**src/sit_pkg.sv**
```systemverilog
// ----------------------------------------------------------------------------
// sit_pkg
// shared constants and types of the segment intersection test
// ----------------------------------------------------------------------------
package sit_pkg;

    localparam int COORD_WIDTH_DEF = 16;

    // sign of a product sum or difference
    typedef struct packed {
        logic pos;
        logic neg;
    } t_sign;

    // load enables of the product and sign stages
    typedef struct packed {
        logic prod;
        logic sgn;
    } t_lane_en;

endpackage

```
**src/sit_lane.sv**
```systemverilog
// ----------------------------------------------------------------------------
// sit_lane
// two products of difference vectors, then the sign of their difference
// (cross product) or sum (dot product), one register stage each
// ----------------------------------------------------------------------------
module sit_lane
    import sit_pkg::*;
#(
    parameter int COORD_WIDTH = COORD_WIDTH_DEF,
    parameter bit IS_DOT      = 1'b0
) (
    input  logic                   i_clk,
    input  t_lane_en               i_en,
    input  logic signed [COORD_WIDTH:0] i_ux,
    input  logic signed [COORD_WIDTH:0] i_uy,
    input  logic signed [COORD_WIDTH:0] i_vx,
    input  logic signed [COORD_WIDTH:0] i_vy,
    output t_sign                  o_sign
);

    localparam int PW = 2 * COORD_WIDTH + 2;

    logic signed [PW-1:0] r_p;
    logic signed [PW-1:0] r_q;
    logic signed [PW-1:0] n_p;
    logic signed [PW-1:0] n_q;
    logic signed [PW:0]   w_res;
    t_sign                r_sign;
    t_sign                n_sign;

    always_comb begin
        if (IS_DOT) begin
            n_p = i_ux * i_vx;
            n_q = i_uy * i_vy;
        end else begin
            n_p = i_ux * i_vy;
            n_q = i_uy * i_vx;
        end
    end

    always_comb begin
        if (IS_DOT) begin
            w_res = $signed({r_p[PW-1], r_p}) + $signed({r_q[PW-1], r_q});
        end else begin
            w_res = $signed({r_p[PW-1], r_p}) - $signed({r_q[PW-1], r_q});
        end
        n_sign.neg = w_res[PW];
        n_sign.pos = !w_res[PW] && (w_res != '0);
    end

    always_ff @(posedge i_clk) begin
        if (i_en.prod) begin
            r_p <= n_p;
            r_q <= n_q;
        end
        if (i_en.sgn) begin
            r_sign <= n_sign;
        end
    end

    assign o_sign = r_sign;

endmodule

```
**config.mk**
```make
export PLATFORM = sky130hd
export DESIGN_NAME = sit_lane
export DESIGN_NICKNAME = d
export VERILOG_FILES = /design/src/sit_pkg.sv /design/src/sit_lane.sv
export SDC_FILE = /design/constraint.sdc
export NUM_CORES = 2
export LEC_CHECK = 0
export ABC_AREA = 1
export BUFFER_PORTS_ARGS = -buffer_cell sky130_fd_sc_hd__buf_4
export CORE_MARGIN = 2
export CORE_UTILIZATION = 50
export CTS_BUF_LIST = sky130_fd_sc_hd__clkbuf_4 sky130_fd_sc_hd__clkbuf_8 sky130_fd_sc_hd__clkbuf_16
export CTS_CLUSTER_DIAMETER = 30
export CTS_CLUSTER_SIZE = 16
export DETAILED_ROUTE_END_ITERATION = 8
export PLACE_DENSITY = 0.73
export SETUP_SLACK_MARGIN = 0.3
export SLEW_MARGIN = 5
export SYNTH_ARGS = -nofsm -noshare
export SYNTH_HDL_FRONTEND = slang
export SYNTH_SLANG_ARGS = --single-unit
```
**constraint.sdc**
```tcl
create_clock -name i_clk -period 6.8 [get_ports i_clk]
set_input_delay 1.36 -clock i_clk [delete_from_list [all_inputs] [get_ports i_clk]]
set_output_delay 1.36 -clock i_clk [all_outputs]
set_load 0.02 [all_outputs]
```
# After elaboration in Yosys (flattened, before gate mapping)
# Index checks and enable logic that the tools add are counted.
totals:
  word_cells: 10
  in_bits: 71
  out_inout_bits: 2
  regBits: 70
classes:
  addsub: 1
  reduce_logical: 3
  n_mul: 2
ops:
  columns: ["op", "count"]
  rows:
  - ["$mul 17x17->34", 2]
  - ["$reduce_bool 35->1", 1]
  - ["$sub 34x34->35", 1]
  - ["$logic_and 1x1->1", 1]
  - ["$logic_not 1->1", 1]

# Depth between registers and ports, before layout
logic_depth:
  depth_word: 3
  mapped_depth: 30
  mapped_depth_nobuf: 28

# Least setup slack after synthesis
# OpenSTA, ideal clock, no wires.
synth_timing:
  path_kind: "input to register"
  startpoint: "input i_ux[16]"
  endpoint: "register r_p[30] (data pin)"
  t_arrival_ns: 6.766
  setup_time_ns: 0.262
  slack_ns: -0.228
  required_time_ns: 6.538
  path_stages: 21
  path_cell_list: "clkbuf_1 clkbuf_1 nand2_1 inv_1 fa_1 fa_1 fa_1 fa_1 fa_1 inv_1 fa_1 inv_1 ha_1 nand2_1 nor4_1 nand2_1 o211ai_2 nand2_1 nand2_1 a21oi_1 xor2_1"
synth_between:
  elab_chain_len: 1
synth_lines:
  columns: ["element", "line", "source"]
  rows:
  - ["from (decl)", "sit_lane.sv:14", "input logic signed [COORD_WIDTH:0] i_ux,"]
  - ["$mul 17x17->34", "sit_lane.sv:36", "n_p = i_ux * i_vy;"]
  - ["named net n_p[30]", "sit_lane.sv:25", "logic signed [PW-1:0] n_p;"]
  - ["to (signal assigned)", "sit_lane.sv:53", "r_p <= n_p;"]
  - ["to (decl)", "sit_lane.sv:23", "logic signed [PW-1:0] r_p;"]
# The timed path passes the listed nets, and every way through them passes these cells.
# A chain may end at the register's enable or synchronous reset.

# Worst setup path after layout
layout_timing:
  startpoint: "input i_vx[16]"
  endpoint: "register r_q[33] (data pin)"
layout_between:
  elab_chain_len: 1
layout_lines:
  columns: ["element", "line", "source"]
  rows:
  - ["from (decl)", "sit_lane.sv:16", "input logic signed [COORD_WIDTH:0] i_vx,"]
  - ["$mul 17x17->34", "sit_lane.sv:37", "n_q = i_uy * i_vx;"]
  - ["named net n_q[33]", "sit_lane.sv:26", "logic signed [PW-1:0] n_q;"]
  - ["to (signal assigned)", "sit_lane.sv:54", "r_q <= n_q;"]
  - ["to (decl)", "sit_lane.sv:24", "logic signed [PW-1:0] r_q;"]
# The timed path passes the listed nets, and every way through them passes these cells.

==> impl_metrics.csv <==
group,metric,value,unit
run_status,outcome,"finished clean",
timing,setup_violations,0,
critical_path,ff2ff_setup_slack,3.87,ns
synth,synth-seq-cells,70,
worst_hold_path,holdCritStartpoint,"r_q[33]",
synth,synth_area_per_cell,7.800,sq um
routing,viasPerCell,4.917,
timing,setup_tns,0,ns
cts,clk_latency,0.34,ns
routing,drc_errors,0,
timing,fin_skew,0.005925,ns
timing,rsz0062_at_grt,"yes",
layout,final_nets,4459,
layout,stdcell_area,30420,sq um
timing,post-route-period-util,93.81,%
placed_design,place_area,29200,sq um
critical_path,crit_family,"adder cells",
worst_hold_path,hold_end,"o_sign[0]",
placed_design,dp_cells,4261,
critical_path,cp.required,6.88,ns
die,core-area,54880,sq um
placed_design,hpwl,52210,um
critical_path,timing.critical_path.mode_cell,"fa_1",
layout,diodes,0,
routing,ant_nets,0,
global_routing,grt_pass1_vias,21960,
cts,cts_buffers,9,
timing,setup_ws,0.4208,ns
critical_path,worstPathArrival,6.46,ns
cts,cts_buffer_depth,2,
worst_hold_path,min_path_type,"reg2reg",
layout,stdcell_count,4299,
cts,cts_tree,"done",
die,num_rows,86,
placed_design,place_congestion,0.9121,
global_routing,grt_max_degree,69,
global_routing,overflow,0,
routing,wl,61060,um
worst_hold_path,hold_depth,4,
layout,final.fill_count,5026,
cts,cts.sinks,70,
cts,cts-root-buf,"clkbuf_16",
critical_path,r2r-start,"r_p[0]",
global_routing,antenna_found_initial,0,
routing,num_vias,21140,
cts,clkTransAtPathRegs,0.06,ns
placed_design,dp_slack,-0.06329,ns
timing,worst_pin_slew,0.9085,ns
critical_path,end_kind,"flip-flop",
layout,syn_to_final_growth,10.09,%
critical_path,crit_buf_inv,6,
synth,syn_inst,3543,
synth,netlist-cell-type-count,45,
critical_path,worst_path_max_delay_cell,"fa_1",
cts,h-tree-depth,3,
die,die_x,239.1,um
timing,hold_viol,0,
synth,synth-warning-count,0,
critical_path,criticalPathCategory,"in2reg",
layout,final_layout_size_suffix_gt1_share,9.791,%
routing,wl_per_cell,14.20,um
placed_design,io_buffers,72,
global_routing,grt_usage,22.54,%
die,io_pins,73,
timing,relSlewSlack,39.44,%
synth,ys_seq_area_share,7.607,%
timing,post-route-min-period,6.379,ns
timing,finalMaxSlewViolations,0,
run,maxCapViolations,0,
critical_path,cpPeakStageDelay,0.59,ns
synth,syn-num-nets,4411,
critical_path,rr_worst_depth,15,
die,start_util,50.36,%
critical_path,crit_fanout,6,
synth,syn_area,27630,sq um
global_routing,grt_pass1_wl,104200,um
die,die_y,239.1,um
routing,drtPass1Iterations,5,
die,dieArea,57160,sq um
routing,drt_iter0_drc,1232,
critical_path,critPathLaunchType,"input pin",
critical_path,rr_endpoint,"o_sign[1]",
timing,fmax,156.8,MHz
[worst reg2reg max path: cells and delay by family (launching register included)]
kind                     cells  cell delay [ns]
buffers and inverters        3             0.23
adder cells (fa/ha/maj)      2             0.66
flip-flops                   1             0.32
AND/OR/NAND/NOR              9             1.42
XOR/XNOR                     1             0.08
[state kept, by name (all words and copies together), names as in the netlist]
signal and count:
r_p 34, o_sign 2, r_q 34
[cell type report]
class | count | area, sq um | share of cell area [%]
multi-input combinational | 2199 | 21340 | 70.15
inverter | 1139 | 4284 | 14.08
sequential | 70 | 2102 | 6.910
timing repair buffer | 172 | 1553 | 5.104
tap | 704 | 880.8 | 2.895
clock buffer | 12 | 247.7 | 0.8143
clock inverter | 3 | 12.51 | 0.04113
[cell usage after synthesis, drive strengths merged]
master,n,area [sq um]
a21boi,3,26.28
a21o,12,90.09
a21oi,86,464.2
a221oi,1,8.760
a31oi,5,31.28
and2,6,37.54
buf,1,7.510
clkbuf,134,503.0
clkinv,1,3.750
edfxtp,70,2102
fa,593,11870
ha,204,2552
inv,1138,4272
nand2,941,3575
nand3,52,280.3
nand3b,1,7.510
nand4,18,112.6
nor2,120,488.0
nor3,13,65.06
nor4,2,12.51
o211a,1,10.01
o211ai,4,35.03
o21a,2,15.01
o21ai,33,183.9
o21bai,8,63.81
o221ai,1,8.760
o31ai,2,20.02
or2,7,43.79
xnor2,36,315.3
xor2,48,427.9
[placed cells by master (no fill, tap or decap), types with 9 or more instances in the layout]
cell type  netlist  final
nand4_1         18     18
nand3_1         48     44
edfxtp_1        70     70
xnor2_1         36     36
a21oi_2          9     22
buf_4            1    120
o21ai_0         27     23
nor3_1          13      9
xor2_1          47     47
buf_6            0     37
ha_4             0     22
fa_1           593    582
ha_1           204    180
nand2_2         17     31
nor2_2          12     13
inv_2            4     15
buf_8            0     10
a21o_1          12     12
nand2_1        924    903
nor2_1         107    102
inv_1         1134   1121
fa_2             0     11
clkbuf_16        0      9
a21oi_1         77     62
[logic make-up (layout without fill, tap and decap cells)]
group / after synthesis / after routing / share of synthesized area, %
buffers and inverters: 1274 / 1326 / 17.32
AND/OR/NAND/NOR: 1160 / 1160 / 16.73
adder cells (fa/ha/maj): 797 / 797 / 52.20
AO/OA/AOI/OAI: 158 / 158 / 3.464
XOR/XNOR: 84 / 84 / 2.689
flip-flops: 70 / 70 / 7.607
[worst max path at each step]
stage / endpoint / startpoint / depth (start not counted) / slack, ns
2_1_floorplan: r_p[33] / i_ux[16] / 19 / 0.30
3_3_place_gp: r_p[30] / i_vy[2] / 20 / 0.03
3_5_place_dp: r_p[30] / i_ux[16] / 20 / -0.06
4_1_cts: r_p[30] / i_ux[15] / 21 / 0.31
5_1_grt: r_q[33] / i_vx[16] / 25 / 0.24
6_report: r_q[33] / i_vx[16] / 25 / 0.42
[through the flow]
stage	hold WS (ns)	utilization (%)
2_1_floorplan	0.6962	-
3_5_place_dp	0.8413	53.20
5_1_grt	0.9336	55.44
4_1_cts	0.8583	53.68
6_report	0.8538	55.44
3_3_place_gp	0.8309	53.20
[repair_timing]
item | CTS | global route
hold buffers | 0 | 0
gates resized for setup | 0 | 192
gates cloned | 0 | 1
buffers inserted | 0 | 22
pin swaps | 1 | 72
setup endpoints to repair | 1 | 23
[routing by layer]
metal,vias to the layer above,track usage (%),share of wire [%]
met4,0,4.754,1.9
met3,93,2.090,5.3
met2,569,38.44,50
li1,10070,-,-
met5,-,0,0
met1,10400,31.43,43
Power is left out: the tool's default activity adds up to more than one toggle a clock period on the data nets, which glitch-free logic cannot reach.
